[src/hdl/bpsd_pkg.sv]
`default_nettype none

package bpsd_pkg;

  localparam int MAX_WIDTH_DEF     = 4096;
  localparam int MAX_HEIGHT_DEF    = 4096;
  localparam int PALETTE_DEPTH_DEF = 256;
  localparam int QUEUE_DEPTH_DEF   = 4;

  localparam int CFG_IDX_W  = 3;
  localparam int CFG_DATA_W = 13;
  localparam int PIX_XW     = 12;
  localparam int PIX_YW     = 12;
  localparam int CNT_W      = 3;

  // configuration register indexes
  localparam logic [CFG_IDX_W-1:0] CFG_PIXEL_FORMAT = 3'd0;
  localparam logic [CFG_IDX_W-1:0] CFG_IMAGE_WIDTH  = 3'd1;
  localparam logic [CFG_IDX_W-1:0] CFG_IMAGE_HEIGHT = 3'd2;
  localparam logic [CFG_IDX_W-1:0] CFG_TOP_DOWN     = 3'd3;
  localparam logic [CFG_IDX_W-1:0] CFG_FORCE_RGB    = 3'd4;

  localparam logic [CNT_W-1:0] CH_ONE   = 3'd1;
  localparam logic [CNT_W-1:0] CH_THREE = 3'd3;
  localparam logic [CNT_W-1:0] CH_FOUR  = 3'd4;

  typedef enum logic [1:0] {
    FMT_1BPP  = 2'd0,
    FMT_8BPP  = 2'd1,
    FMT_24BPP = 2'd2,
    FMT_32BPP = 2'd3
  } pix_fmt_t;

  typedef enum logic [1:0] {
    OP_PAL_LOAD = 2'd0,
    OP_MONO     = 2'd1,
    OP_INDEX    = 2'd2,
    OP_DIRECT   = 2'd3
  } op_kind_t;

  // one queued operation: palette load uses byte_val as index and word[23:0] as entry;
  // direct pixels carry their channel bytes in word
  typedef struct packed {
    op_kind_t          kind;
    logic [7:0]        byte_val;
    logic [31:0]       word;
    logic [PIX_XW-1:0] x;
    logic [PIX_YW-1:0] y;
    logic [3:0]        run_len;
    logic              eoi;
    logic              wide;
  } work_item_t;

  typedef struct packed {
    logic force_rgb;
  } back_ctrl_t;

endpackage

`default_nettype wire

[src/hdl/bpsd_fifo.sv]
`default_nettype none

module bpsd_fifo
  import bpsd_pkg::*;
#(
  parameter int DEPTH = QUEUE_DEPTH_DEF
) (
  input  wire logic       clk,
  input  wire logic       rst,
  input  wire logic       push,
  input  wire work_item_t push_item,
  output logic            full,
  output logic            head_valid,
  output work_item_t      head,
  input  wire logic       pop
);

  localparam int AW = (DEPTH > 1) ? $clog2(DEPTH) : 1;
  localparam int CW = $clog2(DEPTH + 1);

  work_item_t       slots [DEPTH];
  logic [AW-1:0]    wr_ptr;
  logic [AW-1:0]    rd_ptr;
  logic [CW-1:0]    count;
  logic             do_push;
  logic             do_pop;

  assign full       = (count == CW'(DEPTH));
  assign head_valid = (count != '0);
  assign head       = slots[rd_ptr];
  assign do_push    = push && !full;
  assign do_pop     = pop && head_valid;

  always_ff @(posedge clk) begin
    if (rst) begin
      wr_ptr <= '0;
      rd_ptr <= '0;
      count  <= '0;
    end else begin
      if (do_push) begin
        wr_ptr <= (wr_ptr == AW'(DEPTH - 1)) ? '0 : wr_ptr + AW'(1);
      end
      if (do_pop) begin
        rd_ptr <= (rd_ptr == AW'(DEPTH - 1)) ? '0 : rd_ptr + AW'(1);
      end
      if (do_push && !do_pop) begin
        count <= count + CW'(1);
      end else if (do_pop && !do_push) begin
        count <= count - CW'(1);
      end
    end
  end

  always_ff @(posedge clk) begin
    if (do_push) begin
      slots[wr_ptr] <= push_item;
    end
  end

endmodule

`default_nettype wire

[config.mk]
export PLATFORM = sky130hd
export DESIGN_NAME = bpsd_fifo
export DESIGN_NICKNAME = d
export VERILOG_FILES = /design/src/hdl/bpsd_pkg.sv /design/src/hdl/bpsd_fifo.sv
export SDC_FILE = /design/constraint.sdc
export NUM_CORES = 1
export LEC_CHECK = 0
export BUFFER_PORTS_ARGS = -buffer_cell sky130_fd_sc_hd__buf_2
export CAP_MARGIN = 30
export CORE_MARGIN = 2
export CORE_UTILIZATION = 51
export DETAILED_ROUTE_END_ITERATION = 8
export PLACE_DENSITY = 0.75
export SYNTH_ARGS = -nofsm -noshare
export SYNTH_HDL_FRONTEND = slang
export SYNTH_SLANG_ARGS = --single-unit
[constraint.sdc]
create_clock -name clk -period 2.3 [get_ports clk]
set_clock_uncertainty 0.1 [all_clocks]
set_input_delay 0.23 -clock clk [delete_from_list [all_inputs] [get_ports clk]]
set_output_delay 0.23 -clock clk [all_outputs]
set_load 0.03 [all_outputs]
# Word-level counts from Yosys, hierarchy flattened
# Memory sizes are Yosys's and may differ from the RTL's. A register that Yosys moved wholly into a read port is not among the register bits.
# Index checks and enable logic that the tools add are counted.
# op_classes
n_mul	0
n_reduce_logical	9
bitwise_logic	0
shift	0
mux	8
eq_ne	3
div	0
n_addsub	4
n_lt_le_gt_ge	0
# ops
operator	n
$mux W2	4
$mux W3	2
$add A2 B1 Y2 const B	2
$eq A2 B2 Y1 const B	2
$logic_and A1 B1 Y1	4
$add A3 B1 Y3 const B	1
$eq A3 B3 Y1 const B	1
$logic_not A1 Y1	3
$reduce_bool A3 Y1	1
$sub A3 B1 Y3 const B	1
$mux W1	2
$reduce_bool A2 Y1	1
# word_totals
reg_bits	7
out_inout_bits	74
rom_bits	0
wordCells	28
latch_bits	0
input_bits	76
ram_bits	288
mem_count	1
# mem_list
name	depth	width	read_ports	rd_clocked_by_memory_dff	write_ports	line_no	source
slots	4	72	1	1	1	bpsd_fifo.sv:21	work_item_t slots [DEPTH];

# Depth between registers and ports, before layout
# Gate-level depths: netlist of run 1.
# logic_depth
word_depth	7
mapped_depth	10
depth_no_buf	9

# Least setup slack after synthesis of run 1
# Ideal clock, no wire load.
# synth_path
path_kind	register to register
startpoint	register count[0]
endpoint	register count[2]
setup_time_ns	0.070
slack_ns	-0.027
period_less_slack_ns	2.327
path_buffers	1
path_stages_with_launch	11
required_time_ns	2.130
arrival_time_ns	2.157
cell_sequence	dfxtp_1 -> or3b_1 -> buf_6 -> clkinv_4 -> nor2_2 -> ha_1 -> inv_1 -> fa_1 -> xor2_1 -> or3_2 -> a21oi_1
# synth_between
elab_chain_cells	6
word_cells_on_any_way	14
cone_classes	add/sub (2); eq/ne (1); mux (2); reduce/logical (9)
# synth_lines
item	line_no	source
start, declared	bpsd_fifo.sv:24	logic [CW-1:0] count;
start signal, assigned	bpsd_fifo.sv:47	count <= count + CW'(1);
start signal, assigned	bpsd_fifo.sv:49	count <= count - CW'(1);
$eq A3 B3 Y1 (*)	bpsd_fifo.sv:28	assign full = (count == CW'(DEPTH));
net full	bpsd_fifo.sv:12	output logic full,
$logic_not A1 Y1 (*)	bpsd_fifo.sv:31	assign do_push = push && !full;
$logic_and A1 B1 Y1 (*)	bpsd_fifo.sv:31	
net do_push	bpsd_fifo.sv:25	logic do_push;
$logic_not A1 Y1	bpsd_fifo.sv:48	end else if (do_pop && !do_push) begin
$logic_and A1 B1 Y1	bpsd_fifo.sv:48	
$reduce_bool A2 Y1 (no source line)	-	
# The timed path passes the listed nets; every way through them passes the cells marked *. The select of a mux whose other input is x is not followed.
# A chain may end at the register's enable or synchronous reset.

==> summary.txt, run 1 <==
Initial Utilization - 51.8%
GRT Util Overall - 18.0%
global-route wire length before repair - 30800 um
smallest hold slack - 0.129 ns
Synth Area per Inst - 25.6 um^2
Placer Congestion - 0.693
area leader, netlist - edfxtp_1
Yosys Warn Count - 0
number of vias in the routed layout - 5250
worst endpoint data arrival time - 1.93 ns
#FFs+latches synth - 297
Mapped Area - 10900 um^2
Static Leak - 4.81 nW
core area - 21000 um^2
Worst slew margin - 63.5%
Worst Max-Slew Pin Slew - 0.548 ns
Avg WL per Cell - 21.5 um
clock buffer count from CTS - 29
maxcap violations - 0
Worst setup SP type - register
RSZ-0062 raised after global routing - yes
Clock transition at path regs - 0.06 ns
Root Driver - clkbuf_16
sequential cell area - 8840 um^2
gr ovfl total - 0
vias in the first global route - 5665
ranking of synthesized cells by area - edfxtp_1 79%, mux4_2 15%, dfxtp_1 1.7%
multi-input logic area - 1950 um^2
final core occ - 66.9%
Required @ worst endpoint - 1.97 ns
CTS Sinks - 297
syn nets - 509
final non-filler cell total - 983
Post-Place Cells - 843
Layout fillers - 1292
final period utilization - 98.2%
Final ANT Viol Nets - 0
critical path type - register to output port
Comb pwr share - 28.9%
Final Instance Area - 14100 um^2
Peak Freq - 443 MHz
sw frac - 29.0%
Hold Path Class - primary input to register
Reg2Reg Setup Slack - 0.08 ns
Post-route DRC - 0
worst vdd ir - 0.841 mV
Die Ht - 150 um
min Tclk post-route - 2.26 ns
share of layout cells above drive strength 1 - 42.7%
top cell type's share of synthesized area - 79.4%
DIE AREA - 22500 um^2
Pint - 0.0110 W
WL final - 21100 um
initial antenna violation count - 1
PD cells - 1100 nW/um^2
Area after DPL - 12100 um^2
largest net degree at the start of global routing - 73
cell count after synthesis - 426
status - completed
critical path endpoint category - output port
Initial DRC Count - 352
Clock Path Buffers - 3
Setup Viol. Count Final - 0
Row Count - 53
total power - 0.0155 W
Die Width - 150 um
sequential share of the synthesized area - 81.0%
Yosys cell types - 26
final hold vios - 0
NetSw - 0.00450 W
Final Max Slew Viols - 0
DR vias/cell - 5.34
First-pass DRT Iterations - 4
hold path depth - 5
clock share of power - 27.7%
critical path fanouts, max - 7
Reg power frac - 43.3%
worst-skew pair later-pin latency - 0.52 ns
area delta synth->final - 29.1%
# port buffers - 149
CTS tree - built
DP Wirelength - 11500 um
Layout Nets - 769
num ports - 150
CTS H-tree depth - 1
Reg2Reg Depth - 9
==> per-layer routing <==
layer | share of wire, % | routed length (um) | vias to the layer above | GRT usage, %
met1 | 40 | 8530 | 2703 | 23.8
li1 | - | - | 2346 | -
met4 | 1.5 | 322 | 0 | 4.67
met3 | 7.1 | 1500 | 25 | 3.82
met5 | 0 | 0 | - | 0
met2 | 51 | 10800 | 176 | 30.9
==> Yosys cell counts <==
| master | count |
|---|---|
| nor2_1 | 3 |
| nand3_1 | 2 |
| o21ai_1 | 1 |
| buf_4 | 1 |
| and3_2 | 4 |
| nor3_1 | 1 |
| o21ai_0 | 1 |
| or3_2 | 2 |
| o31ai_2 | 2 |
| clkbuf_1 | 2 |
| or3_1 | 1 |
| buf_6 | 8 |
| nand2_1 | 1 |
| xor2_1 | 2 |
| buf_2 | 7 |
| ha_1 | 6 |
| nor2_2 | 1 |
| dfxtp_1 | 9 |
| inv_1 | 4 |
| mux2i_1 | 2 |
| edfxtp_1 | 288 |
| mux4_2 | 72 |
| clkinv_4 | 1 |
| or3b_1 | 1 |
| fa_1 | 1 |
| a21oi_1 | 3 |
==> power groups by stage <==
stage	Sequential (W)	Combinational [W]	Clock (W)
finish	0.00672	0.00448	0.00430
global route	0.00676	0.00475	0.00459
CTS	0.00673	0.00411	0.00438
detailed placement	0.00682	0.00383	0
global placement	0.00678	0.00373	0
floorplan	0.00676	0.00280	0
==> placed cells by master, fill, tap and decap left out, types with 4 or more instances in the layout <==
master	instances
dfxtp_1	4
buf_2	128
clkinv_2	5
buf_16	5
buf_12	6
clkinv_1	5
mux4_2	72
clkbuf_1	9
buf_4	18
clkbuf_16	34
edfxtp_1	288
inv_1	4
and3_4	4
ha_1	5
buf_6	9
dlygate4sd3_1	75
==> cells by family after synthesis <==
family / synth area share, %
AO/OA/AOI/OAI: 0.459
XOR/XNOR: 0.161
adder cells (fa/ha/maj): 0.873
buffers and inverters: 1.50
flip-flops: 81.0
multiplexers: 15.1
AND/OR/NAND/NOR: 0.884
==> through the flow <==
step / setup TNS [ns] / worst slack, ns
floorplan: 0 / 0.0365
global placement: 0 / 0.0617
detailed placement: -0.0477 / -0.0477
CTS: -1.46 / -0.0769
global route: -0.435 / -0.0285
finish: 0 / 0.0417
==> flip-flops by register name, indices dropped and copies added, names as in the netlist, named ones only <==
register	count
slots	288
rd_ptr	2
wr_ptr	2
count	3
==> area by class of cell <==
type / count / share of cell area, %
clock inverter: 11 / 0.525
clock buffer: 41 / 5.69
sequential: 297 / 62.9
inverter: 5 / 0.169
multi-input combinational: 106 / 13.9
tap: 275 / 2.45
timing repair buffer: 247 / 14.4
antenna: 1 / 0.0178
==> what timing repair did <==
action / 4_1_cts / 5_1_grt
pin swaps: 0 / 3
buffers inserted: 0 / 4
gates resized for setup: 24 / 26
endpoints found under the hold margin: 297 / 0
hold buffers: 75 / 0
setup endpoints to repair: 44 / 66
gates cloned: 1 / 7
==> critical path, stage by stage, from the launching register on <==
cell and delay, ns:
dfxtp_4 0.38, buf_6 0.13, clkbuf_16 0.16, mux4_2 0.52
buf_2 0.20
==> final timing paths <==
path	from	to
max reg2reg	count[2]	count[2]
min reg2reg	rd_ptr[0]	register
min	pop	register
max	register	head[50]
No activity file was read; power rests on OpenSTA's default activity.
==> inputs of run 2 (changes only) <==
--- a/config.mk
+++ b/config.mk
@@ -11,6 +11,7 @@
 export CORE_UTILIZATION = 51
 export DETAILED_ROUTE_END_ITERATION = 8
 export PLACE_DENSITY = 0.75
+export SETUP_SLACK_MARGIN = 0.02
 export SYNTH_ARGS = -nofsm -noshare
 export SYNTH_HDL_FRONTEND = slang
 export SYNTH_SLANG_ARGS = --single-unit
==> constraint.sdc (replaced) <==
create_clock -name clk -period 2.3 [get_ports clk]
set_clock_uncertainty 0.1 [all_clocks]
set_input_delay 0.345 -clock clk [delete_from_list [all_inputs] [get_ports clk]]
set_output_delay 0.345 -clock clk [all_outputs]
set_load 0.03 [all_outputs]
==> run 2 against run 1 <==
The flow now finishes with violations (negative setup slack). Sequential cell count unchanged. Worst setup slack worse by 0.13 ns. Cell area grew 3.0%. Combinational power is 9.8% higher. Global-route usage about the same. Final cell count is 0.31% higher. First-iteration DRC count down 18%. Wire length decreased by 1.4%. Sequential share of layout area decreased by 1.8 points. Non-clock buffer count is 3 higher. Critical endpoint is now head[19].
==> summary.txt, run 2 (same netlist as run 1, synthesis figures left out) <==
Comb pwr share - 29.7% (+0.8 points)
Worst setup SP type - register
Setup Viol. Count Final - 57 (+57)
vias in the first global route - 5706 (+0.72%)
CP bufs+invs - 4 (+1)
critical path type - register to output port
Static Leak - 4.98 nW (+3.4%)
Final Max Slew Viols - 0 (unchanged)
Slowest Stage Delay on Critical Path - 0.52 ns (about the same)
Required @ worst endpoint - 1.86 ns (-0.11 ns)
WL final - 20800 um (-1.4%)
NetSw - 0.00460 W (+2.3%)
DR vias/cell - 5.36 (+0.38%)
GRT Util Overall - 18.0% (-0.039 points)
Hold Path Class - primary input to register
Initial DRC Count - 287 (-18%)
worst endpoint data arrival time - 1.95 ns (+0.02 ns)
commonest non-fill, non-tap cells in the layout - 288 x edfxtp_1, 84 x buf_2, 73 x dlygate4sd3_1
DP Worst Slack - -0.0599 ns (-0.0122 ns)
Worst Max-Slew Pin Slew - 0.522 ns (-0.0261 ns)
Placer Congestion - 0.736 (+6.1%)
worst-skew pair later-pin latency - 0.52 ns (about the same)
initial antenna violation count - 0 (-1)
Post-Place Cells - 846 (+0.36%)
min Tclk post-route - 2.39 ns (+0.133 ns)
Reg2Reg Setup Slack - 0.14 ns (+0.06 ns)
area delta synth->final - 33.0%
ant diodes - 0 (-1)
failing checks - negative setup slack
sw frac - 27.7% (-1.3 points)
Die Width - 150 um (unchanged)
Cell Chain, Critical Path - buf_12 > buf_12 > buf_16 > mux4_2 > buf_6
crit-path leading delay family - buffers and inverters
setup ws final - -0.0914 ns (-0.133 ns)
critical path fanouts, max - 5 (-2)
global-route wire length before repair - 30800 um (+0.22%)
critical path endpoint category - output port
gr ovfl total - 0 (unchanged)
largest registers - slots: 288 flops, count: 3 flops
most flop-heavy register - slots
clock share of power - 29.8% (+2.1 points)
final non-filler cell total - 986 (+0.31%)
Final ANT Viol Nets - 0 (unchanged)
share of layout cells above drive strength 1 - 43.6% (+0.88 points)
core area - 21000 um^2 (unchanged)
RSZ-0062 raised after global routing - yes
CTS tree - built
final period utilization - 104% (+5.8 points)
CTS Sinks - 297 (unchanged)
Clock Path Buffers - 3 (unchanged)
Pint - 0.0120 W (+8.9%)
final core occ - 68.9% (+2.0 points)
# port buffers - 149 (unchanged)
clock buffer count from CTS - 29 (unchanged)
CTS H-tree depth - 1 (unchanged)
Peak Freq - 418 MHz (-5.6%)
max reg flops - 288 (unchanged)
Layout Nets - 772 (+0.39%)
CP max-delay cell - mux4_2
Post-route DRC - 0 (unchanged)
Avg WL per Cell - 21.1 um (-1.7%)
worst vdd ir - 0.986 mV (+17%)
Initial Utilization - 51.8% (unchanged)
Clock transition at path regs - 0.06 ns (about the same)
First-pass DRT Iterations - 4 (unchanged)
number of vias in the routed layout - 5286 (+0.69%)
Row Count - 53 (unchanged)
Reg power frac - 40.5% (-2.8 points)
smallest hold slack - 0.0944 ns (-0.0347 ns)
final hold vios - 0 (unchanged)
total power - 0.0166 W (+7.0%)
most used cell, CP - buf_12
Worst slew margin - 65.2% (+1.7 points)
PD cells - 1140 nW/um^2 (+3.8%)
num ports - 150 (unchanged)
Root Driver - clkbuf_16
largest net degree at the start of global routing - 46 (-37%)
Die Ht - 150 um (unchanged)
status - finished with violations
commonest non-fill, non-tap cell in the layout - edfxtp_1
maxcap violations - 0 (unchanged)
DIE AREA - 22500 um^2 (unchanged)
DP Wirelength - 11300 um (-1.3%)
## run 2: path summary, 6_finish.rpt
| check | start | end | depth (start not counted) |
|---|---|---|---|
| worst max-delay path | register | head[19] | 5 |
| worst min-delay path | push | wr_ptr[1] | 3 |
| worst max register to register | count[2] | slots[0][56] | 5 |
| worst min register to register | rd_ptr[0] | register | 2 |
## run 2: power by group through the flow
stage | registers [W] | logic [W] | clock network, W
global placement | 0.00682 | 0.00370 | 0
global route | 0.00677 | 0.00519 | 0.00523
floorplan | 0.00676 | 0.00280 | 0
CTS | 0.00673 | 0.00474 | 0.00504
detailed placement | 0.00686 | 0.00379 | 0
finish | 0.00672 | 0.00492 | 0.00494
## run 2: what timing repair did
action / in CTS / in global routing
endpoints found under the setup margin: 65 / 72
cloned: 1 / 3
hold endpoints to repair: 293 / 0
pin swaps: 0 / 2
setup buffers: 5 / 6
gates resized for setup: 140 / 11
hold buffers: 73 / 0
## run 2: layout make-up
| type | count | area (um^2) |
|---|---|---|
| sequential | 297 | 8840 |
| fill | 1263 | 6530 |
| timing repair buffer | 250 | 2320 |
| multi-input combinational | 106 | 1940 |
| clock buffer | 34 | 744 |
| tap | 275 | 344 |
| clock inverter | 19 | 268 |
| inverter | 5 | 23.8 |
## run 2: metrics by stage
stage	cell area [um^2]	setup TNS, ns
floorplan	10900	0
global placement	12100	0
detailed placement	12100	-0.0599
CTS	14300	-5.12
global route	14500	-6.51
finish	14500	-2.68
## run 2: worst min-delay path, cell delays in order
cell and delay, ns:
buf_2 0.15, nand3_1 0.09, a21oi_1 0.07
## run 2: layer usage
| layer | routed length [um] | global-route usage, % |
|---|---|---|
| met1 | 8500 | 23.0 |
| met2 | 10800 | 31.5 |
| met3 | 1090 | 3.91 |
| met4 | 428 | 4.72 |
| met5 | 0 | 0 |
