--- src/hdl/bpsd_pkg.sv ---
`default_nettype none

package bpsd_pkg;

  localparam int MAX_WIDTH_DEF     = 4096;
  localparam int MAX_HEIGHT_DEF    = 4096;
  localparam int PALETTE_DEPTH_DEF = 256;
  localparam int QUEUE_DEPTH_DEF   = 4;

  localparam int CFG_IDX_W  = 3;
  localparam int CFG_DATA_W = 13;
  localparam int PIX_XW     = 12;
  localparam int PIX_YW     = 12;
  localparam int CNT_W      = 3;

  // configuration register indexes
  localparam logic [CFG_IDX_W-1:0] CFG_PIXEL_FORMAT = 3'd0;
  localparam logic [CFG_IDX_W-1:0] CFG_IMAGE_WIDTH  = 3'd1;
  localparam logic [CFG_IDX_W-1:0] CFG_IMAGE_HEIGHT = 3'd2;
  localparam logic [CFG_IDX_W-1:0] CFG_TOP_DOWN     = 3'd3;
  localparam logic [CFG_IDX_W-1:0] CFG_FORCE_RGB    = 3'd4;

  localparam logic [CNT_W-1:0] CH_ONE   = 3'd1;
  localparam logic [CNT_W-1:0] CH_THREE = 3'd3;
  localparam logic [CNT_W-1:0] CH_FOUR  = 3'd4;

  typedef enum logic [1:0] {
    FMT_1BPP  = 2'd0,
    FMT_8BPP  = 2'd1,
    FMT_24BPP = 2'd2,
    FMT_32BPP = 2'd3
  } pix_fmt_t;

  typedef enum logic [1:0] {
    OP_PAL_LOAD = 2'd0,
    OP_MONO     = 2'd1,
    OP_INDEX    = 2'd2,
    OP_DIRECT   = 2'd3
  } op_kind_t;

  // one queued operation: palette load uses byte_val as index and word[23:0] as entry;
  // direct pixels carry their channel bytes in word
  typedef struct packed {
    op_kind_t          kind;
    logic [7:0]        byte_val;
    logic [31:0]       word;
    logic [PIX_XW-1:0] x;
    logic [PIX_YW-1:0] y;
    logic [3:0]        run_len;
    logic              eoi;
    logic              wide;
  } work_item_t;

  typedef struct packed {
    logic force_rgb;
  } back_ctrl_t;

endpackage

`default_nettype wire

--- src/hdl/bpsd_front.sv ---
`default_nettype none

module bpsd_front
  import bpsd_pkg::*;
#(
  parameter int MAX_WIDTH  = MAX_WIDTH_DEF,
  parameter int MAX_HEIGHT = MAX_HEIGHT_DEF
) (
  input  wire logic                  clk,
  input  wire logic                  rst,
  input  wire logic                  cfg_valid,
  output logic                       cfg_ready,
  input  wire logic [CFG_IDX_W-1:0]  cfg_index,
  input  wire logic [CFG_DATA_W-1:0] cfg_data,
  input  wire logic                  in_valid,
  output logic                       in_ready,
  input  wire logic                  mode,
  input  wire logic [7:0]            data_byte,
  input  wire logic [7:0]            pal_index,
  input  wire logic [7:0]            pal_byte0,
  input  wire logic [7:0]            pal_byte1,
  input  wire logic [7:0]            pal_byte2,
  output logic                       push,
  output work_item_t                 push_item,
  input  wire logic                  q_full,
  output back_ctrl_t                 ctrl
);

  localparam int WW = $clog2(MAX_WIDTH + 1);
  localparam int HW = $clog2(MAX_HEIGHT + 1);
  localparam int BW = WW + 2;

  pix_fmt_t               fmt;
  logic [CFG_DATA_W-1:0]  cfg_w;
  logic [CFG_DATA_W-1:0]  cfg_h;
  logic                   top_down;
  logic                   force_rgb;

  logic [BW-1:0]  byte_in_row, byte_in_row_next;
  logic [WW-1:0]  column_count, column_count_next;
  logic [HW-1:0]  row_count, row_count_next;
  logic [23:0]    partial_pixel, partial_pixel_next;
  logic [1:0]     partial_bytes, partial_bytes_next;

  logic [WW-1:0]  eff_w;
  logic [HW-1:0]  eff_h;
  logic [BW-1:0]  w_b, w3, stride, raw, bir_inc;
  logic [WW-1:0]  rem;
  logic [3:0]     mono_len;
  logic [WW-1:0]  col_plus1, col_plus_mono;
  logic           last_row;
  logic [HW-1:0]  y_full;
  logic [1:0]     need;
  logic           accept;

  assign cfg_ready = 1'b1;
  assign in_ready  = !q_full;
  assign accept    = in_valid && in_ready;
  assign ctrl.force_rgb = force_rgb;

  always_comb begin
    if (cfg_w == '0) begin
      eff_w = WW'(1);
    end else if (int'(cfg_w) > MAX_WIDTH) begin
      eff_w = WW'(MAX_WIDTH);
    end else begin
      eff_w = WW'(cfg_w);
    end
    if (cfg_h == '0) begin
      eff_h = HW'(1);
    end else if (int'(cfg_h) > MAX_HEIGHT) begin
      eff_h = HW'(MAX_HEIGHT);
    end else begin
      eff_h = HW'(cfg_h);
    end
  end

  // row stride is padded to a 32-bit boundary
  always_comb begin
    w_b = BW'(eff_w);
    w3  = (w_b << 1) + w_b;
    unique case (fmt)
      FMT_1BPP: begin
        stride = ((w_b + BW'(31)) >> 5) << 2;
        raw    = (w_b + BW'(7)) >> 3;
        need   = 2'd0;
      end
      FMT_8BPP: begin
        stride = ((w_b + BW'(3)) >> 2) << 2;
        raw    = w_b;
        need   = 2'd0;
      end
      FMT_24BPP: begin
        stride = ((w3 + BW'(3)) >> 2) << 2;
        raw    = w3;
        need   = 2'd2;
      end
      FMT_32BPP: begin
        stride = w_b << 2;
        raw    = w_b << 2;
        need   = 2'd3;
      end
      default: begin
        stride = w_b << 2;
        raw    = w_b << 2;
        need   = 2'd3;
      end
    endcase
  end

  always_comb begin
    rem           = eff_w - column_count;
    mono_len      = (rem >= WW'(8)) ? 4'd8 : 4'(rem);
    col_plus1     = column_count + WW'(1);
    col_plus_mono = column_count + WW'(mono_len);
    last_row      = ((row_count + HW'(1)) == eff_h);
    y_full        = top_down ? row_count : (eff_h - HW'(1) - row_count);
    bir_inc       = byte_in_row + BW'(1);
  end

  always_comb begin
    push               = 1'b0;
    push_item          = '0;
    push_item.x        = PIX_XW'(column_count);
    push_item.y        = PIX_YW'(y_full);
    push_item.byte_val = data_byte;
    push_item.run_len  = 4'd1;
    push_item.kind     = OP_INDEX;
    byte_in_row_next   = byte_in_row;
    column_count_next  = column_count;
    row_count_next     = row_count;
    partial_pixel_next = partial_pixel;
    partial_bytes_next = partial_bytes;

    if (!mode) begin
      push               = accept;
      push_item.kind     = OP_PAL_LOAD;
      push_item.byte_val = pal_index;
      push_item.word     = {8'h00, pal_byte2, pal_byte1, pal_byte0};
    end else begin
      if (byte_in_row < raw) begin
        unique case (fmt)
          FMT_1BPP: begin
            push              = accept;
            push_item.kind    = OP_MONO;
            push_item.run_len = mono_len;
            push_item.eoi     = last_row && (col_plus_mono == eff_w);
            column_count_next = col_plus_mono;
          end
          FMT_8BPP: begin
            push              = accept;
            push_item.kind    = OP_INDEX;
            push_item.eoi     = last_row && (col_plus1 == eff_w);
            column_count_next = col_plus1;
          end
          default: begin
            if (partial_bytes >= need) begin
              push           = accept;
              push_item.kind = OP_DIRECT;
              push_item.eoi  = last_row && (col_plus1 == eff_w);
              push_item.wide = (fmt == FMT_32BPP);
              if (fmt == FMT_32BPP) begin
                push_item.word = {data_byte, partial_pixel};
              end else begin
                push_item.word = {8'h00, data_byte, partial_pixel[15:0]};
              end
              column_count_next  = col_plus1;
              partial_pixel_next = '0;
              partial_bytes_next = '0;
            end else begin
              unique case (partial_bytes)
                2'd0:    partial_pixel_next[7:0]   = data_byte;
                2'd1:    partial_pixel_next[15:8]  = data_byte;
                2'd2:    partial_pixel_next[23:16] = data_byte;
                default: partial_pixel_next        = partial_pixel;
              endcase
              partial_bytes_next = partial_bytes + 2'd1;
            end
          end
        endcase
      end

      byte_in_row_next = bir_inc;
      if (bir_inc >= stride) begin
        byte_in_row_next   = '0;
        column_count_next  = '0;
        partial_pixel_next = '0;
        partial_bytes_next = '0;
        row_count_next     = ((row_count + HW'(1)) >= eff_h) ? '0 : row_count + HW'(1);
      end
    end
  end

  always_ff @(posedge clk) begin
    if (rst) begin
      fmt           <= FMT_24BPP;
      cfg_w         <= CFG_DATA_W'(1);
      cfg_h         <= CFG_DATA_W'(1);
      top_down      <= 1'b0;
      force_rgb     <= 1'b1;
      byte_in_row   <= '0;
      column_count  <= '0;
      row_count     <= '0;
      partial_pixel <= '0;
      partial_bytes <= '0;
    end else if (cfg_valid && cfg_ready) begin
      unique case (cfg_index)
        CFG_PIXEL_FORMAT: fmt       <= pix_fmt_t'(cfg_data[1:0]);
        CFG_IMAGE_WIDTH:  cfg_w     <= cfg_data;
        CFG_IMAGE_HEIGHT: cfg_h     <= cfg_data;
        CFG_TOP_DOWN:     top_down  <= cfg_data[0];
        CFG_FORCE_RGB:    force_rgb <= cfg_data[0];
        default: ;
      endcase
      if (cfg_index == CFG_PIXEL_FORMAT || cfg_index == CFG_IMAGE_WIDTH ||
          cfg_index == CFG_IMAGE_HEIGHT) begin
        byte_in_row   <= '0;
        column_count  <= '0;
        row_count     <= '0;
        partial_pixel <= '0;
        partial_bytes <= '0;
      end
    end else if (accept && mode) begin
      byte_in_row   <= byte_in_row_next;
      column_count  <= column_count_next;
      row_count     <= row_count_next;
      partial_pixel <= partial_pixel_next;
      partial_bytes <= partial_bytes_next;
    end
  end

endmodule

`default_nettype wire

--- config.mk ---
export PLATFORM = sky130hd
export DESIGN_NAME = bpsd_front
export DESIGN_NICKNAME = d
export VERILOG_FILES = /design/src/hdl/bpsd_pkg.sv /design/src/hdl/bpsd_front.sv
export SDC_FILE = /design/constraint.sdc
export NUM_CORES = 1
export LEC_CHECK = 0
export BUFFER_PORTS_ARGS = -buffer_cell sky130_fd_sc_hd__clkbuf_2
export CELL_PAD_IN_SITES_DETAIL_PLACEMENT = 0
export CELL_PAD_IN_SITES_GLOBAL_PLACEMENT = 2
export CORE_MARGIN = 1.5
export CORE_UTILIZATION = 30
export DETAILED_ROUTE_END_ITERATION = 10
export MAX_ROUTING_LAYER = met4
export PLACE_DENSITY = 0.83
export SYNTH_ARGS = -nofsm -noshare
export SYNTH_HDL_FRONTEND = slang
export SYNTH_SLANG_ARGS = --single-unit
export TNS_END_PERCENT = 20
--- constraint.sdc ---
create_clock -name clk -period 13.6 [get_ports clk]
set_input_delay 0.68 -clock clk [delete_from_list [all_inputs] [get_ports clk]]
set_output_delay 0.68 -clock clk [all_outputs]
set_load 0.005 [all_outputs]
---- Word-level counts from Yosys, hierarchy flattened ----
Cells that the tools add are included.
operators by class
  multiplexer cells ....................... 66
  reductions and logical operators ........ 33
  $add $sub $neg .......................... 13
  magnitude comparators ................... 7
  equal/unequal tests ..................... 14
operators with widths
  operator                                                             count
  2-to-1 mux 13 bit                                                    16
  2-to-1 mux 24 bit                                                    8
  2-to-1 mux 32 bit                                                    5
  case mux 15 bit (4 select lines)                                     2
  2-to-1 mux 15 bit                                                    5
  == test 13 bit                                                       3
  2-to-1 mux 8 bit                                                     4
  adder 13 x 1 -> 13 bit (second input constant)                       2
  > comparator 13 bit (second input constant)                          2
  logical NOT 13 bit                                                   2
  case mux 13 bit (2 select lines)                                     1
  2-to-1 mux 2 bit                                                     11
  AND reduction 6 bit                                                  3
  adder 14 x 13 -> 15 bit                                              1
  adder 15 x 1 -> 15 bit (second input constant)                       1
  adder 15 x 2 -> 15 bit (second input constant)                       1
  greater-or-equal comparator 15 bit                                   1
  < comparator 15 bit                                                  1
  adder 13 x 2 -> 14 bit (second input constant)                       1
  adder 13 x 3 -> 14 bit (second input constant)                       1
  adder 13 x 5 -> 14 bit (second input constant)                       1
  adder 13 x 4 -> 13 bit                                               1
  greater-or-equal comparator 13 bit                                   1
  greater-or-equal comparator 13 x 4 -> 1 bit (second input constant)  1
  other kinds (33)                                                     58
storage, ports and cells
  word-level logic and storage cells ...... 145
  register bits after elaboration ......... 97

---- Longest topological paths before layout ----
Gate-level depths: netlist of run 1.
  depth in word-level cells ............... 13
  mapped depth ............................ 28
  gate-level depth less buffers ........... 26

---- Worst setup path after synthesis of run 1 ----
No wires, ideal clock.
  path type ............................... flip-flop to output port
  start point ............................. reg cfg_w[12]
  end point ............................... out push_item[1] (netlist bit)
  path buffers ............................ 3
  setup slack ............................. 6.755 ns
  data arrival time ....................... 6.165 ns
  cell stages (with the launch flop) ...... 26
  data required time ...................... 12.920 ns
  path through ............................ dfxtp_1 > buf_4 > buf_2 > buf_1 > nor2_1 > inv_1 > ha_1 > inv_1 > fa_1 > maj3_2 > nand3_1 > or3b_1 > or4_1 > a2111oi_4 > inv_2 > nor2_1 > ha_1 > inv_1 > fa_1 > or3_1 > a2111oi_2 > nor4_4 > or4_1 > o311ai_1 > nand4b_1 > o31ai_2
RTL lines
  element                 RTL line           RTL
  from (decl)             bpsd_front.sv:34   logic [CFG_DATA_W-1:0] cfg_w;
  from (signal assigned)  bpsd_front.sv:209  CFG_IMAGE_WIDTH: cfg_w <= cfg_data;
  to (decl)               bpsd_front.sv:24   output work_item_t push_item,

==> summary.md, run 1 <==
| Metric | Value |
|---|---|
| DIE WIDTH | 191 µm |
| Synth top area cells | dfxtp_1, ha_1, xnor2_1, nand2_1, a21oi_1 |
| Syn Nets | 1617 |
| Core area | 34700 µm² |
| VDD IR max | 54.7 µV |
| Routed wire per std cell | 18.4 µm |
| PostCTS Resize Cnt | 0 |
| Postcts setup bufs | 0 |
| Cts hold-fix bufs | 0 |
| Status | finished clean |
| Commonest cells in the netlist | nand2_1, a21oi_1, nor2_1, dfxtp_1, ha_1 |
| Row count | 68 |
| Clock Skews | 12.7 ps |
| Final min period | 8600 ps |
| Arr. time, crit path | 7920 ps |
| Worst slew pin tran | 1070 ps |
| Gr usage total | 20.8% |
| Die ar. | 36600 µm² |
| Violation count after the first detailed-routing iteration | 821 |
| Crit end category | primary output |
| Clock transition at path regs | 70 ps |
| Setup-failing EPs final | 0 |
| PortBufs | 136 |
| Power, Total | 0.000762 W |
| Vias post-DR | 10600 |
| Total grt overflow | 0 |
| Gpl congestion | 0.916 |
| Max Cap Viol | 0 |
| Fin. Hold Viols | 0 |
| Number of I/O pins | 138 |
| Starting Density | 30.7% |
| Via density | 5.33 |
| DP Worst Slack | 5460 ps |
| Clock sink total | 97 |
| P&R area growth vs syn | 11.8% |
| Pre-antenna DRT Iters | 5 |
| Synth Flop Type | dfxtp_1 |
| Diode count | 0 |
| LEAKAGE | 5.01 nW |
| Yosys top cell area share | 18.2% |
| Worst path slowest cell | dfxtp_1 |
| Period utilization | 63.2% |
| TNS Setup | 0 ps |
| Vias in the first global route | 10200 |
| Dpl cells | 1978 |
| Skew-Pair Late Insertion Delay | 360 ps |
| Most used cell, CP | ha_1 |
| Nets | 1690 |
| H-Tree Depth | 3 |
| Crit start category | register |
| DP HPWL | 28500 µm |
| CP peak stage delay | 950 ps |
| Power Density | 64.0 nW/µm² |
| DRT antenna net count | 0 |
| Synthesized cell area | 10700 µm² |
| Required time of the worst setup path | 12920 ps |
| Antenna violations before repair | 0 |
| Largest net degree at the start of global routing | 94 |
| Setup Crit Path Kind | register to primary output |
| CP max FO | 26 |
| Syn avg cell area | 7.29 µm² |
| Clock buffer depth | 2 |
| Layout cells sized above 1 | 14.7% |
| Synth Warn # | 0 |
| Die height | 191 µm |
| Inserted Clock Buffers | 9 |
| Register area share after synthesis | 18.2% |
| #FFs+latches synth | 97 |
| First-pass GRT wire length | 57900 µm |
| Critical Path, Cell by Cell | nand2b_1, clkinv_1, ha_1, o21ai_0, and3b_1, a2111oi_1, nand3_1, or4_1, a2111oi_4, inv_2, ha_1, xnor2_1, o22ai_1, a211oi_1, o2111ai_1, a2111oi_0, nand4_1, nor4_1, nand4b_1, o31ai_2, clkbuf_2 |
| Final Max Tran Viols | 0 |
| Final core utilization | 34.3% |
| Detailed Route WL | 36700 µm |
| CTS tree | yes |
| DRC viols | 0 |
| Clock root cell | clkbuf_16 |
| Finished Layout Cells | 1994 |
| Slew HR | 28.8% |
| HP Class | register to register |
| Yosys top cell by area | dfxtp_1 |
| Asr flop ratio synth | 0% |
| EDFF count, synth | 0 |
| Yosys cell types | 84 |
| Top-count cell post-synth | nand2_1 |
| RSZ-0062 raised after global routing | false |
| # fillers | 3795 |
| Final worst slack | 5000 ps |
| Mapped Cells | 1461 |
| Maximum clock rate | 0.116 GHz |
[critical path, delay by kind of cell, from the launching register on]
family	cells	cell delay, ps
AND/OR/NAND/NOR	7	1870
adder cells (fa/ha/maj)	2	1060
AO/OA/AOI/OAI	8	2640
flip-flops	1	950
XOR/XNOR	1	350
buffers and inverters	3	660
[cell type report]
| type | instances | area (µm²) | share of cell area, % |
|---|---|---|---|
| Multi-Input combinational cell | 1179 | 7950 | 66.8 |
| Sequential cell | 97 | 1940 | 16.3 |
| Timing Repair Buffer | 151 | 796 | 6.69 |
| Tap cell | 455 | 569 | 4.78 |
| Inverter | 96 | 363 | 3.05 |
| Clock buffer | 9 | 225 | 1.89 |
| Clock inverter | 7 | 58.8 | 0.494 |
[state kept, by name, indices dropped and copies added, names as in the netlist]
signal	cells
byte_in_row	15
cfg_h	13
cfg_w	13
column_count	13
ctrl	1
fmt	2
partial_bytes	2
partial_pixel	24
row_count	13
top_down	1
[worst paths after layout]
| path | start | endpoint | slack, ps | cells after the start |
|---|---|---|---|---|
| max reg2reg | cfg_w[12] | row_count[5] | 6230 | 22 |
| min | row_count[12] | row_count[12] | 470 | 2 |
| max | cfg_w[12] | push_item[1] | 5000 | 21 |
| min reg2reg | row_count[12] | row_count[12] | 470 | 2 |
[cell families (layout without fill, tap and decap cells)]
group                      after synthesis  count (layout)  share of synthesized area [%]
AOI/OAI and AO/OA                      359             359                           21.8
xor gates and xnor gates               109             109                           8.96
adders and majority gates               96              96                           11.5
DFF                                     97              97                           18.2
other                                    1               1                         0.0352
muxes                                   64              64                           7.12
buffers and inverters                  185             263                           7.23
and+or+nand+nor                        550             550                           25.0
[cells in the final DEF, fill, tap and decap left out, types with 23 or more instances in the layout]
| cell type | Yosys | final |
|---|---|---|
| and3_1 | 37 | 37 |
| clkbuf_2 | 0 | 135 |
| nor3_1 | 40 | 39 |
| mux2i_1 | 42 | 42 |
| ha_1 | 90 | 90 |
| nor2_1 | 112 | 112 |
| xnor2_1 | 86 | 86 |
| dfxtp_1 | 97 | 96 |
| inv_1 | 89 | 89 |
| o21ai_0 | 81 | 81 |
| a21oi_1 | 120 | 120 |
| xor2_1 | 23 | 23 |
| nand3_1 | 66 | 66 |
| nand2_1 | 181 | 181 |
[report_power, final]
| group | internal, W | switching, W | total, W |
|---|---|---|---|
| combinational | 0.0000806 | 0.000130 | 0.000210 |
| sequential | 0.000289 | 0.00000535 | 0.000295 |
| clock | 0.000128 | 0.000129 | 0.000257 |
| total | 0.000498 | 0.000264 | 0.000762 |
[through the flow]
| stage | area, µm² | hold slack [ps] |
|---|---|---|
| 2_1_floorplan | 10700 | 440 |
| 3_3_place_gp | 11600 | 453 |
| 3_5_place_dp | 11600 | 464 |
| 4_1_cts | 11900 | 474 |
| 5_1_grt | 11900 | 500 |
| 6_report | 11900 | 471 |
[per-layer routing]
metal | wire length, µm | global-route usage, % | vias to the layer above
met4 | 671 | 5.35 | 0
met2 | 16300 | 31.8 | 353
met3 | 2300 | 3.69 | 43
met5 | 0 | - | -
li1 | - | - | 5310
met1 | 17500 | 28.2 | 4918
(Power assumes the default switching activity.)
==> run 2, diff against run 1 <==
--- a/config.mk
+++ b/config.mk
@@ -5,6 +5,7 @@
 export SDC_FILE = /design/constraint.sdc
 export NUM_CORES = 1
 export LEC_CHECK = 0
+export ABC_AREA = 1
 export BUFFER_PORTS_ARGS = -buffer_cell sky130_fd_sc_hd__clkbuf_2
 export CELL_PAD_IN_SITES_DETAIL_PLACEMENT = 0
 export CELL_PAD_IN_SITES_GLOBAL_PLACEMENT = 2
@@ -12,7 +13,7 @@
 export CORE_UTILIZATION = 30
 export DETAILED_ROUTE_END_ITERATION = 10
 export MAX_ROUTING_LAYER = met4
-export PLACE_DENSITY = 0.83
+export PLACE_DENSITY = 0.87
 export SYNTH_ARGS = -nofsm -noshare
 export SYNTH_HDL_FRONTEND = slang
 export SYNTH_SLANG_ARGS = --single-unit
==> constraint.sdc (replaced) <==
create_clock -name clk -period 8 [get_ports clk]
set_input_delay 0.4 -clock clk [delete_from_list [all_inputs] [get_ports clk]]
set_output_delay 0.4 -clock clk [all_outputs]
set_load 0.005 [all_outputs]
==> run 2 against run 1 <==
Against the previous run:
- non-clock buffer count is 3 lower
- clock skew is 6.0 ps higher
- via count is 4.6% higher
- hold slack worse by 160 ps
- clock-buffer cell count stayed put
- setup slack worse by 3600 ps
- critical endpoint is now push_item[5]
==> summary.md, run 2 <==
| Metric | Value |
|---|---|
| CTS tree | yes |
| Violation count after the first detailed-routing iteration | 820 (-0.12%) |
| Arr. time, crit path | 6180 ps (-1740 ps) |
| Register area share after synthesis | 18.9% (+0.62 points) |
| P&R area growth vs syn | 12.8% |
| Yosys top cell area share | 18.9% (+0.62 points) |
| Clock buffer depth | 2 (unchanged) |
| Starting Density | 30.6% (-0.11 points) |
| DP HPWL | 28300 µm (-0.56%) |
| Status | finished clean |
| Post-synthesis xor/xnor area fraction | 4.58% (-4.4 points) |
| PostCTS Resize Cnt | 0 (unchanged) |
| Die height | 188 µm (-1.6%) |
| Nets | 1894 (+12%) |
| Vias in the first global route | 10500 (+3.6%) |
| Asr flop ratio synth | 0% (unchanged) |
| Inserted Clock Buffers | 9 (unchanged) |
| Diode count | 0 (unchanged) |
| Antenna violations before repair | 0 (unchanged) |
| Gr usage total | 20.7% (-0.086 points) |
| Required time of the worst setup path | 7600 ps (-5320 ps) |
| Largest regs | partial_pixel x24, byte_in_row x15 |
| EDFF count, synth | 0 (unchanged) |
| Reg2Reg Depth | 30 (+36%) |
| Clock Skews | 18.7 ps (+6.01 ps) |
| Most frequent cells in the layout | nand2_1, inv_1, nor2_1 |
| Synth Flop Type | dfxtp_1 |
| Main combinational cell family by area after synthesis | simple AND/OR/NAND/NOR gates |
| VDD IR max | 101 µV (+84%) |
| DP Worst Slack | 1560 ps (-3910 ps) |
| Setup-failing EPs final | 0 (unchanged) |
| CP peak stage delay | 740 ps (-210 ps) |
| Vias post-DR | 11100 (+4.6%) |
| Critical hold path startpoint | cfg_data[4] |
| Setup Crit Path Kind | register to primary output |
| Detailed Route WL | 35800 µm (-2.4%) |
| Layout cells sized above 1 | 13.4% (-1.3 points) |
| Simple-gate share of the synthesized area | 30.4% (+5.3 points) |
| DRT antenna net count | 0 (unchanged) |
| Cts hold-fix bufs | 0 (unchanged) |
| Yosys cell types | 57 (-32%) |
| Core area | 33700 µm² (-2.9%) |
| Die ar. | 35500 µm² (-3.2%) |
| Top-count cell post-synth | nand2_1 |
| Power Density | 138 nW/µm² (+120%) |
| Compound-Gate Fraction of Synth Area | 22.3% (+0.41 points) |
| Syn avg cell area | 6.25 µm² (-14%) |
| Final Max Tran Viols | 0 (unchanged) |
| Largest register FFs | 24 (unchanged) |
| Final worst slack | 1420 ps (-3590 ps) |
| Postcts setup bufs | 0 (unchanged) |
| Row count | 67 (-1.5%) |
| CP max FO | 9 (-65%) |
| Largest net degree at the start of global routing | 44 (-53%) |
| TNS Setup | 0 ps (unchanged) |
| Clock transition at path regs | 80 ps (about the same) |
| DIE WIDTH | 188 µm (-1.6%) |
| Yosys top cell by area | dfxtp_1 |
| Skew-Pair Late Insertion Delay | 370 ps (about the same) |
| Clock sink total | 97 (unchanged) |
| Total grt overflow | 0 (unchanged) |
| Clock root cell | clkbuf_16 |
| Period utilization | 82.3% |
| Post-Synth Adder-Cell Area | 11.7% (+0.17 points) |
| Mapped Cells | 1647 (+13%) |
| LEAKAGE | 5.46 nW (+9.0%) |
| Syn Nets | 1803 (+12%) |
| Final min period | 6580 ps |
| Number of I/O pins | 138 (unchanged) |
| Pre-antenna DRT Iters | 7 (+2) |
| Maximum clock rate | 0.152 GHz |
| Min Hold Slack | 307 ps (-164 ps) |
| Most common cell after layout, fill and taps aside | nand2_1 |
| Crit start category | register |
| Crit end category | primary output |
| Gpl congestion | 0.910 (-0.72%) |
| Slew HR | 33.0% (+4.2 points) |
| Hold path cells | 3 (+1) |
| H-Tree Depth | 3 (unchanged) |
| First-pass GRT wire length | 57200 µm (-1.1%) |
| Worst path slowest cell | nor2_1 |
| Synth Warn # | 0 (unchanged) |
| Worst slew pin tran | 1000 ps (-63.7 ps) |
| DRC viols | 0 (unchanged) |
| Fin. Hold Viols | 0 (unchanged) |
| #FFs+latches synth | 97 (unchanged) |
| Synthesized cell area | 10300 µm² (-3.3%) |
| Synth top area cells | dfxtp_1, nand2_1, ha_1, inv_1, o21ai_0 |
| RSZ-0062 raised after global routing | false |
| HP Class | primary input to register |
| Top reg by flops | partial_pixel |
| Routed wire per std cell | 16.3 µm (-11%) |
| Mux cell area share after synthesis | 0% (-7.1 points) |
| RR Startpoint | cfg_w[12] |
| Worst setup startpoint | cfg_w[8] |
| Commonest cells in the netlist | nand2_1, inv_1, nor2_1, o21ai_0, a21oi_1 |
| Via density | 5.07 (-4.8%) |
| Max Cap Viol | 0 (unchanged) |
| PortBufs | 136 (unchanged) |
==> run 2: where the power goes <==
| group | switching [W] | internal [W] |
|---|---|---|
| Clock | 0.000223 | 0.000252 |
| Sequential | 0.0000243 | 0.000516 |
| Combinational | 0.000382 | 0.000207 |
==> run 2: cell families (layout without fill, tap and decap cells) <==
group / count (synthesis) / after routing
DFF: 97 / 97
AOI/OAI and AO/OA: 393 / 393
and+or+nand+nor: 695 / 695
buffers and inverters: 314 / 410
xor gates and xnor gates: 53 / 53
adders and majority gates: 94 / 94
other: 1 / 1
==> run 2: metal layers <==
metal | track usage (%) | wire length, µm | vias up
met4 | 4.15 | 380 | 0
met3 | 2.64 | 1930 | 25
met5 | - | 0 | -
met1 | 27.9 | 17300 | 5056
met2 | 33.2 | 16200 | 359
li1 | - | - | 5674
==> run 2: cell type report <==
class | count | area (µm²)
clock buffer | 9 | 225
clock inverter | 7 | 93.8
fill | 3728 | 22100
inverter | 246 | 926
multi-input combinational | 1236 | 7100
sequential | 97 | 1940
tap | 448 | 561
timing repair buffer | 148 | 771
==> run 2: worst paths after layout <==
check / slack, ps / to
setup / recovery: 1420 / push_item[5]
hold / removal: 310 / cfg_w[4]
setup reg to reg: 1480 / partial_pixel[12]
hold reg to reg: 450 / partial_pixel[22]
==> run 2: per-stage QoR <==
step                util [%]  std cells  instance area [µm²]  total power [W]
detailed placement      33.5       2175                11300          0.00114
global route            34.5       2191                11600          0.00172
global placement        33.5       2175                11300          0.00113
floorplan                  -       1647                10300         0.000950
CTS                     34.5       2191                11600          0.00162
finish                  34.5       2191                11600          0.00160
==> run 2: critical path: cells and delay by family, from the launching register on <==
kind,cells,cell delay [ps]
AO/OA/AOI/OAI,7,1520
adder cells (fa/ha/maj),2,730
AND/OR/NAND/NOR,11,2560
flip-flops,1,330
buffers and inverters,5,520
XOR/XNOR,1,170
